--- config.mk ---
export PLATFORM = sky130hd
export DESIGN_NAME = lsp_ctrl
export DESIGN_NICKNAME = d
export VERILOG_FILES = /design/src/design/latency_stats_percentile_engine_core_assert.svh /design/src/design/lsp_pkg.sv /design/src/design/lsp_ctrl.sv
export SDC_FILE = /design/constraint.sdc
export NUM_CORES = 1
export LEC_CHECK = 0
export BUFFER_PORTS_ARGS = -buffer_cell sky130_fd_sc_hd__buf_2
export CAP_MARGIN = 0
export CORE_UTILIZATION = 30
export DETAILED_ROUTE_END_ITERATION = 6
export GPL_ROUTABILITY_DRIVEN = 0
export HOLD_SLACK_MARGIN = 0.05
export PLACE_DENSITY = 0.62
export SETUP_SLACK_MARGIN = 0.05
export SYNTH_ARGS = -nofsm -noshare
export SYNTH_HDL_FRONTEND = slang
export SYNTH_SLANG_ARGS = --single-unit
--- constraint.sdc ---
create_clock -name clk_i -period 1.8 [get_ports clk_i]
set_input_delay 0.18 -clock clk_i [delete_from_list [all_inputs] [get_ports clk_i]]
set_output_delay 0.18 -clock clk_i [all_outputs]
set_load 0.05 [all_outputs]
--- src/design/latency_stats_percentile_engine_core_assert.svh ---
// ----------------------------------------------------------------------------
// Assertion macros for the latency statistics engine
// Shared concurrent assertion forms, clocked on clk_i and gated by rst_ni.
// ----------------------------------------------------------------------------
`ifndef LATENCY_STATS_PERCENTILE_ENGINE_CORE_ASSERT_SVH
`define LATENCY_STATS_PERCENTILE_ENGINE_CORE_ASSERT_SVH

// Same-cycle implication.
`define LSP_ASSERT_IMPL(label, ante, cons, msg) \
  label: assert property (@(posedge clk_i) disable iff (!rst_ni) (ante) |-> (cons)) \
    else $error(msg);

// Next-cycle implication.
`define LSP_ASSERT_NEXT(label, ante, cons, msg) \
  label: assert property (@(posedge clk_i) disable iff (!rst_ni) (ante) |=> (cons)) \
    else $error(msg);

`endif

--- src/design/lsp_pkg.sv ---
// ----------------------------------------------------------------------------
// lsp_pkg
// Types, widths and constants shared by the latency statistics engine.
// ----------------------------------------------------------------------------
`default_nettype none

package lsp_pkg;

  localparam int unsigned SAMPLE_W    = 48;
  localparam int unsigned COUNT_W     = 13;
  localparam int unsigned MEAN_W      = 56;
  localparam int unsigned VAR_W       = 64;
  localparam int unsigned RATE_W      = 40;
  localparam int unsigned PAYLOAD_W   = 32;
  localparam int unsigned WIDE_W      = 128;
  localparam int unsigned MUL_B_W     = 64;
  localparam int unsigned DEN_W       = 64;
  localparam int unsigned DC_W        = $clog2(WIDE_W + 1);
  localparam int unsigned NUM_RANK    = 6;

  localparam int unsigned MAX_SAMPLES_DEF = 4096;
  localparam int unsigned SAMPLE_BITS_DEF = 48;

  localparam logic [PAYLOAD_W-1:0] PAYLOAD_RESET = 32'd64;
  localparam logic [WIDE_W-1:0]    RATE_NUM      = WIDE_W'(64'd256000000000);
  localparam int unsigned PCT_K0     = 500;
  localparam int unsigned PCT_K1     = 900;
  localparam int unsigned PCT_K2     = 990;
  localparam int unsigned PCT_K3     = 999;
  localparam int unsigned PCT_ROUND  = 500;
  localparam int unsigned PCT_SCALE  = 1000;
  // floor(x / PCT_SCALE) = (x * PCT_RECIP) >> PCT_SHIFT, exact for any x below 2^32
  localparam int unsigned PCT_RECIP  = 1099511628;
  localparam int unsigned PCT_SHIFT  = 40;

  // Post-run arithmetic steps, issued in this order.
  typedef enum logic [3:0] {
    OP_NN, OP_NSQ, OP_SS, OP_VAR, OP_MEAN, OP_RATE,
    OP_PK0, OP_PD0, OP_PK1, OP_PD1, OP_PK2, OP_PD2, OP_PK3, OP_PD3
  } op_e;

  typedef struct packed {
    logic take;
    logic sq_clr;
    logic idx_clr;
    logic idx_inc;
    logic mem_rd;
    logic mul_start;
    logic sq_mode;
    logic div_start;
    logic sq_acc;
    logic op_wr;
    op_e  op;
    logic sel_init;
    logic sel_cnt;
    logic sel_upd;
    logic out_load;
    logic run_clr;
  } lsp_cmd_t;

  typedef struct packed {
    logic idx_last;
    logic mul_done;
    logic div_done;
    logic bit_last;
  } lsp_sts_t;

  typedef struct packed {
    logic [COUNT_W-1:0]   count;
    logic [SAMPLE_W-1:0]  min_ns;
    logic [SAMPLE_W-1:0]  max_ns;
    logic [MEAN_W-1:0]    mean_q8;
    logic [SAMPLE_W-1:0]  p50_ns;
    logic [SAMPLE_W-1:0]  p90_ns;
    logic [SAMPLE_W-1:0]  p99_ns;
    logic [SAMPLE_W-1:0]  p999_ns;
    logic [VAR_W-1:0]     var_ns_sq;
    logic [RATE_W-1:0]    rate_rps;
    logic [PAYLOAD_W-1:0] payload_echo;
    logic                 overflow;
  } lsp_summary_t;

  function automatic logic op_is_div(input op_e op);
    logic r;
    case (op) inside
      OP_VAR, OP_MEAN, OP_RATE: r = 1'b1;
      default: r = 1'b0;
    endcase
    return r;
  endfunction

endpackage

`default_nettype wire

--- src/design/lsp_ctrl.sv ---
// ----------------------------------------------------------------------------
// lsp_ctrl
// Sequencer: ingest, sum of squares, arithmetic steps, selection passes.
// ----------------------------------------------------------------------------
`default_nettype none

module lsp_ctrl (
  input  logic              clk_i,
  input  logic              rst_ni,
  input  logic              smp_valid_i,
  input  logic              smp_last_i,
  output logic              smp_ready_o,
  input  logic              sum_ready_i,
  output logic              sum_valid_o,
  input  lsp_pkg::lsp_sts_t sts_i,
  output lsp_pkg::lsp_cmd_t cmd_o
);
  import lsp_pkg::*;

  localparam logic [3:0] S_IDLE    = 4'd0;
  localparam logic [3:0] S_SQ_RD   = 4'd1;
  localparam logic [3:0] S_SQ_GO   = 4'd2;
  localparam logic [3:0] S_SQ_WT   = 4'd3;
  localparam logic [3:0] S_OP_GO   = 4'd4;
  localparam logic [3:0] S_OP_WT   = 4'd5;
  localparam logic [3:0] S_SEL_RUN = 4'd6;
  localparam logic [3:0] S_SEL_DRN = 4'd7;
  localparam logic [3:0] S_SEL_UPD = 4'd8;
  localparam logic [3:0] S_FIN     = 4'd9;

  logic [3:0] state_q, state_d;
  op_e        step_q, step_d;
  logic       vld_q, vld_d;
  logic       unit_done_w;

  assign smp_ready_o = (state_q == S_IDLE);
  assign sum_valid_o = vld_q;
  assign unit_done_w = op_is_div(step_q) ? sts_i.div_done : sts_i.mul_done;

  always_comb begin
    state_d   = state_q;
    step_d    = step_q;
    cmd_o     = '0;
    cmd_o.op  = step_q;
    unique case (state_q)
      S_IDLE: begin
        cmd_o.take = smp_valid_i;
        if (smp_valid_i && smp_last_i) begin
          cmd_o.idx_clr = 1'b1;
          cmd_o.sq_clr  = 1'b1;
          state_d       = S_SQ_RD;
        end
      end
      S_SQ_RD: begin
        cmd_o.mem_rd = 1'b1;
        state_d      = S_SQ_GO;
      end
      S_SQ_GO: begin
        cmd_o.mul_start = 1'b1;
        cmd_o.sq_mode   = 1'b1;
        state_d         = S_SQ_WT;
      end
      S_SQ_WT: begin
        if (sts_i.mul_done) begin
          cmd_o.sq_acc = 1'b1;
          if (sts_i.idx_last) begin
            step_d  = OP_NN;
            state_d = S_OP_GO;
          end else begin
            cmd_o.idx_inc = 1'b1;
            state_d       = S_SQ_RD;
          end
        end
      end
      S_OP_GO: begin
        cmd_o.mul_start = !op_is_div(step_q);
        cmd_o.div_start = op_is_div(step_q);
        state_d         = S_OP_WT;
      end
      S_OP_WT: begin
        if (unit_done_w) begin
          cmd_o.op_wr = 1'b1;
          if (step_q == OP_PD3) begin
            cmd_o.sel_init = 1'b1;
            state_d        = S_SEL_RUN;
          end else begin
            step_d  = op_e'(step_q + 4'd1);
            state_d = S_OP_GO;
          end
        end
      end
      S_SEL_RUN: begin
        cmd_o.mem_rd  = 1'b1;
        cmd_o.sel_cnt = 1'b1;
        if (sts_i.idx_last) begin
          state_d = S_SEL_DRN;
        end else begin
          cmd_o.idx_inc = 1'b1;
        end
      end
      S_SEL_DRN: begin
        cmd_o.sel_cnt = 1'b1;
        state_d       = S_SEL_UPD;
      end
      S_SEL_UPD: begin
        cmd_o.sel_upd = 1'b1;
        state_d       = sts_i.bit_last ? S_FIN : S_SEL_RUN;
      end
      S_FIN: begin
        // hold until the output register is free
        if (!vld_q || sum_ready_i) begin
          cmd_o.out_load = 1'b1;
          cmd_o.run_clr  = 1'b1;
          state_d        = S_IDLE;
        end
      end
      default: state_d = S_IDLE;
    endcase
  end

  always_comb begin
    vld_d = vld_q;
    if (vld_q && sum_ready_i) vld_d = 1'b0;
    if (cmd_o.out_load)       vld_d = 1'b1;
  end

  always_ff @(posedge clk_i or negedge rst_ni) begin
    if (!rst_ni) begin
      state_q <= S_IDLE;
      step_q  <= OP_NN;
      vld_q   <= 1'b0;
    end else begin
      state_q <= state_d;
      step_q  <= step_d;
      vld_q   <= vld_d;
    end
  end

endmodule

`default_nettype wire

==> run metrics <==
synthesized flop and latch total 9; RSZ-0062 raised after global routing yes; Peak VDD IR ~1.1 mV; row count 18; worst slew pin tran approximately 0.33 ns; TritonCTS clock tree built; Worst R2R Path Depth 8; Syn Nets about 120; # clock sinks 9; Antenna Violating Nets Remaining 0; NumNets Final 166; Unique masters post-synth 35; CTS max path bufs 2; R2R setup slack -0.12 ns; crit path to cmd_o[4]; synthesized area per cell 8.121 um^2; Post-DP HPWL 1.892 mm; worst reg2reg path startpoint step_q[0]$_DFFE_PN0P_; mapped cell area 844.6 um^2; kind of critical path reg2out; DRC viols 0; fin crit period 2.026 ns; post-synthesis async set-or-reset flop share 1.000; chip width around 55 um; WP data arrival 1.85 ns; Slew Limit Headroom 0.7792; synth warn 0; vias 996; startpoint types register; final WL 2.537 mm; total die area 3032 um^2; initial antenna violation count 0; Final Cycle Share 1.125; antenna cell count 0; maxcap violations 0; grt ovf 0; layout cell share with drive strength beyond 1 0.6405; GRT Total Usage 0.1989; Seq/Total Area, Yosys 0.2667; critical path peak fanout 4; routed len/inst 13.86 um; Final Setup Violations 10; CTS H-tree lvls 1; Die Y-Extent 55.06 um; outcome finished, violations left; clk slew on worst S/H paths roughly 0.060 ns; worst skew pair latency 0.26 ns; CTS root buf clkbuf_4; r2r endpoint step_q[3]$_DFFE_PN0P_; critical path endpoint category primary output; CP startpoint step_q[0]$_DFFE_PN0P_; # IOs 30; Post-synth EDFFs 0; largest net degree at the start of global routing 16; pre-CTS setup slack -0.09905 ns; Post-Synthesis Cells approximately 100; failing checks negative setup slack; CP Data Required Time 1.62 ns; pwr dens 1819 nW/um^2; TritonRoute pass-1 iters 4; Main synth FF type dfrtp_1; Num CTS Buffers 3; vias per cell 5.443; Initial Util 0.3289; DR iter-0 viols 16; PortBufs 29; HP Class in2reg; Layout Utilization 0.6077; synth-to-layout area growth 84.74%; global-route wire length before repair around 4.2 mm; core area 2567 um^2; Slew Viols, Final 0; setup ws final -0.2258 ns; WHS 0.2143 ns; Fmax 493.6 MHz; Leak 0.0006666 uW; vias in the first global route 942; Max Clock Skew 0.001271 ns; Final Hold Viols 0
[placed cells by master, fill, tap and decap left out, types with 2 or more instances in the layout]
cell and instances:
nand2_1 3, nor3b_1 2, clkbuf_4 4, inv_1 2
nand3_1 4, nand3_2 2, dfrtp_1 2, buf_2 15
o21ai_1 3, nor3_2 2, inv_4 2, nand2b_1 8
buf_6 10, and2_4 2, mux2_4 2, o21ai_0 3
nor2_1 7, buf_8 4, buf_4 22, ha_4 3
nor4_4 2, dfrtp_2 6, nor3_1 2, a21oi_1 7
nor3_4 3, nor2b_4 2
[cell type report]
type                            count  area [um^2]
Clock buffer                        4        26.28
Fill cell                         231         1007
Inverter                            4        20.02
Multi-Input combinational cell     82        789.5
Sequential cell                     9        236.5
Tap cell                           30        37.54
Timing Repair Buffer               54        450.4
[power by group]
part | total (uW) | internal [uW] | switching, uW
logic | 2240 | 979 | 1260
registers | 443 | 305 | 138
clock network | 157 | 85.5 | 71.2
[synthesized netlist by cell type, drive strengths merged (3+ instances only)]
cell type	number	share of area
ha	3	0.044
nor2	8	0.036
nand3	6	0.036
a21oi	7	0.041
nor3b	3	0.027
dfrtp	9	0.27
inv	4	0.018
nand2	4	0.018
buf	7	0.056
nor3	7	0.041
o21ai	6	0.036
nand2b	9	0.067
[per-stage QoR]
stage	power, uW	instance area (um^2)	instances	setup TNS [ns]
detailed placement	2273	1282	170	-0.4548
global route	3016	1560	183	-1.884
CTS	2683	1453	180	-1.354
global placement	2239	1282	170	-0.1137
finish	2838	1560	183	-1.184
floorplan	1834	1040	104	-1.307
[state kept, by name, summed over array words and instances, names as in the netlist]
register / count
state_q: 4
step_q: 4
sum_valid_o: 1
[timing repair]
action / 4_1_cts / 5_1_grt
hold buffers: 1 / 0
hold endpoints to repair: 9 / 0
setup buffers: 5 / 3
gates resized for setup: 29 / 28
pin swaps: 7 / 8
setup endpoints to repair: 18 / 20
cloned: 0 / 0
[cells by family (layout without fill, tap and decap cells)]
kind of cell	after synthesis	after routing	share of synthesized area
AOI/OAI and AO/OA	25	25	0.1956
adders and majority gates	3	3	0.04445
buffers and inverters	13	62	0.08297
DFF	9	9	0.2667
muxes	4	4	0.05037
and+or+nand+nor	50	50	0.3600
[how the worst min path moves through the flow]
| stage | from | to | slack (ns) | cells after the start |
|---|---|---|---|---|
| 6_report | sts_i[0] | state_q[3]$_DFFE_PN0P_ | 0.21 | 3 |
| 5_1_grt | sts_i[0] | state_q[3]$_DFFE_PN0P_ | 0.21 | 3 |
| 4_1_cts | sum_ready_i | sum_valid_o$_DFFE_PN0P_ | 0.20 | 3 |
| 3_5_place_dp | rst_ni | step_q[0]$_DFFE_PN0P_ | 0.04 | 1 |
| 3_3_place_gp | rst_ni | step_q[0]$_DFFE_PN0P_ | 0.04 | 1 |
| 2_1_floorplan | rst_ni | state_q[0]$_DFFE_PN0P_ | -0.12 | 0 |
[critical path, stage by stage (launching register included)]
cell     delay [ns]
dfrtp_4        0.52
ha_4           0.19
nor3b_4        0.17
or2_4          0.19
mux2i_4        0.29
nor3_4         0.05
buf_6          0.16
[routing by layer]
metal | track usage | wire (um) | vias up | share of wire
li1 | - | - | 475 | -
met1 | 0.2324 | 996 | 487 | 0.39
met2 | 0.3594 | 1385 | 32 | 0.55
met3 | 0.04918 | 141 | 2 | 0.056
met4 | 0.05000 | 14 | 0 | 0.0055
met5 | 0 | 0 | - | 0
Power figures use the tool's default switching activity.
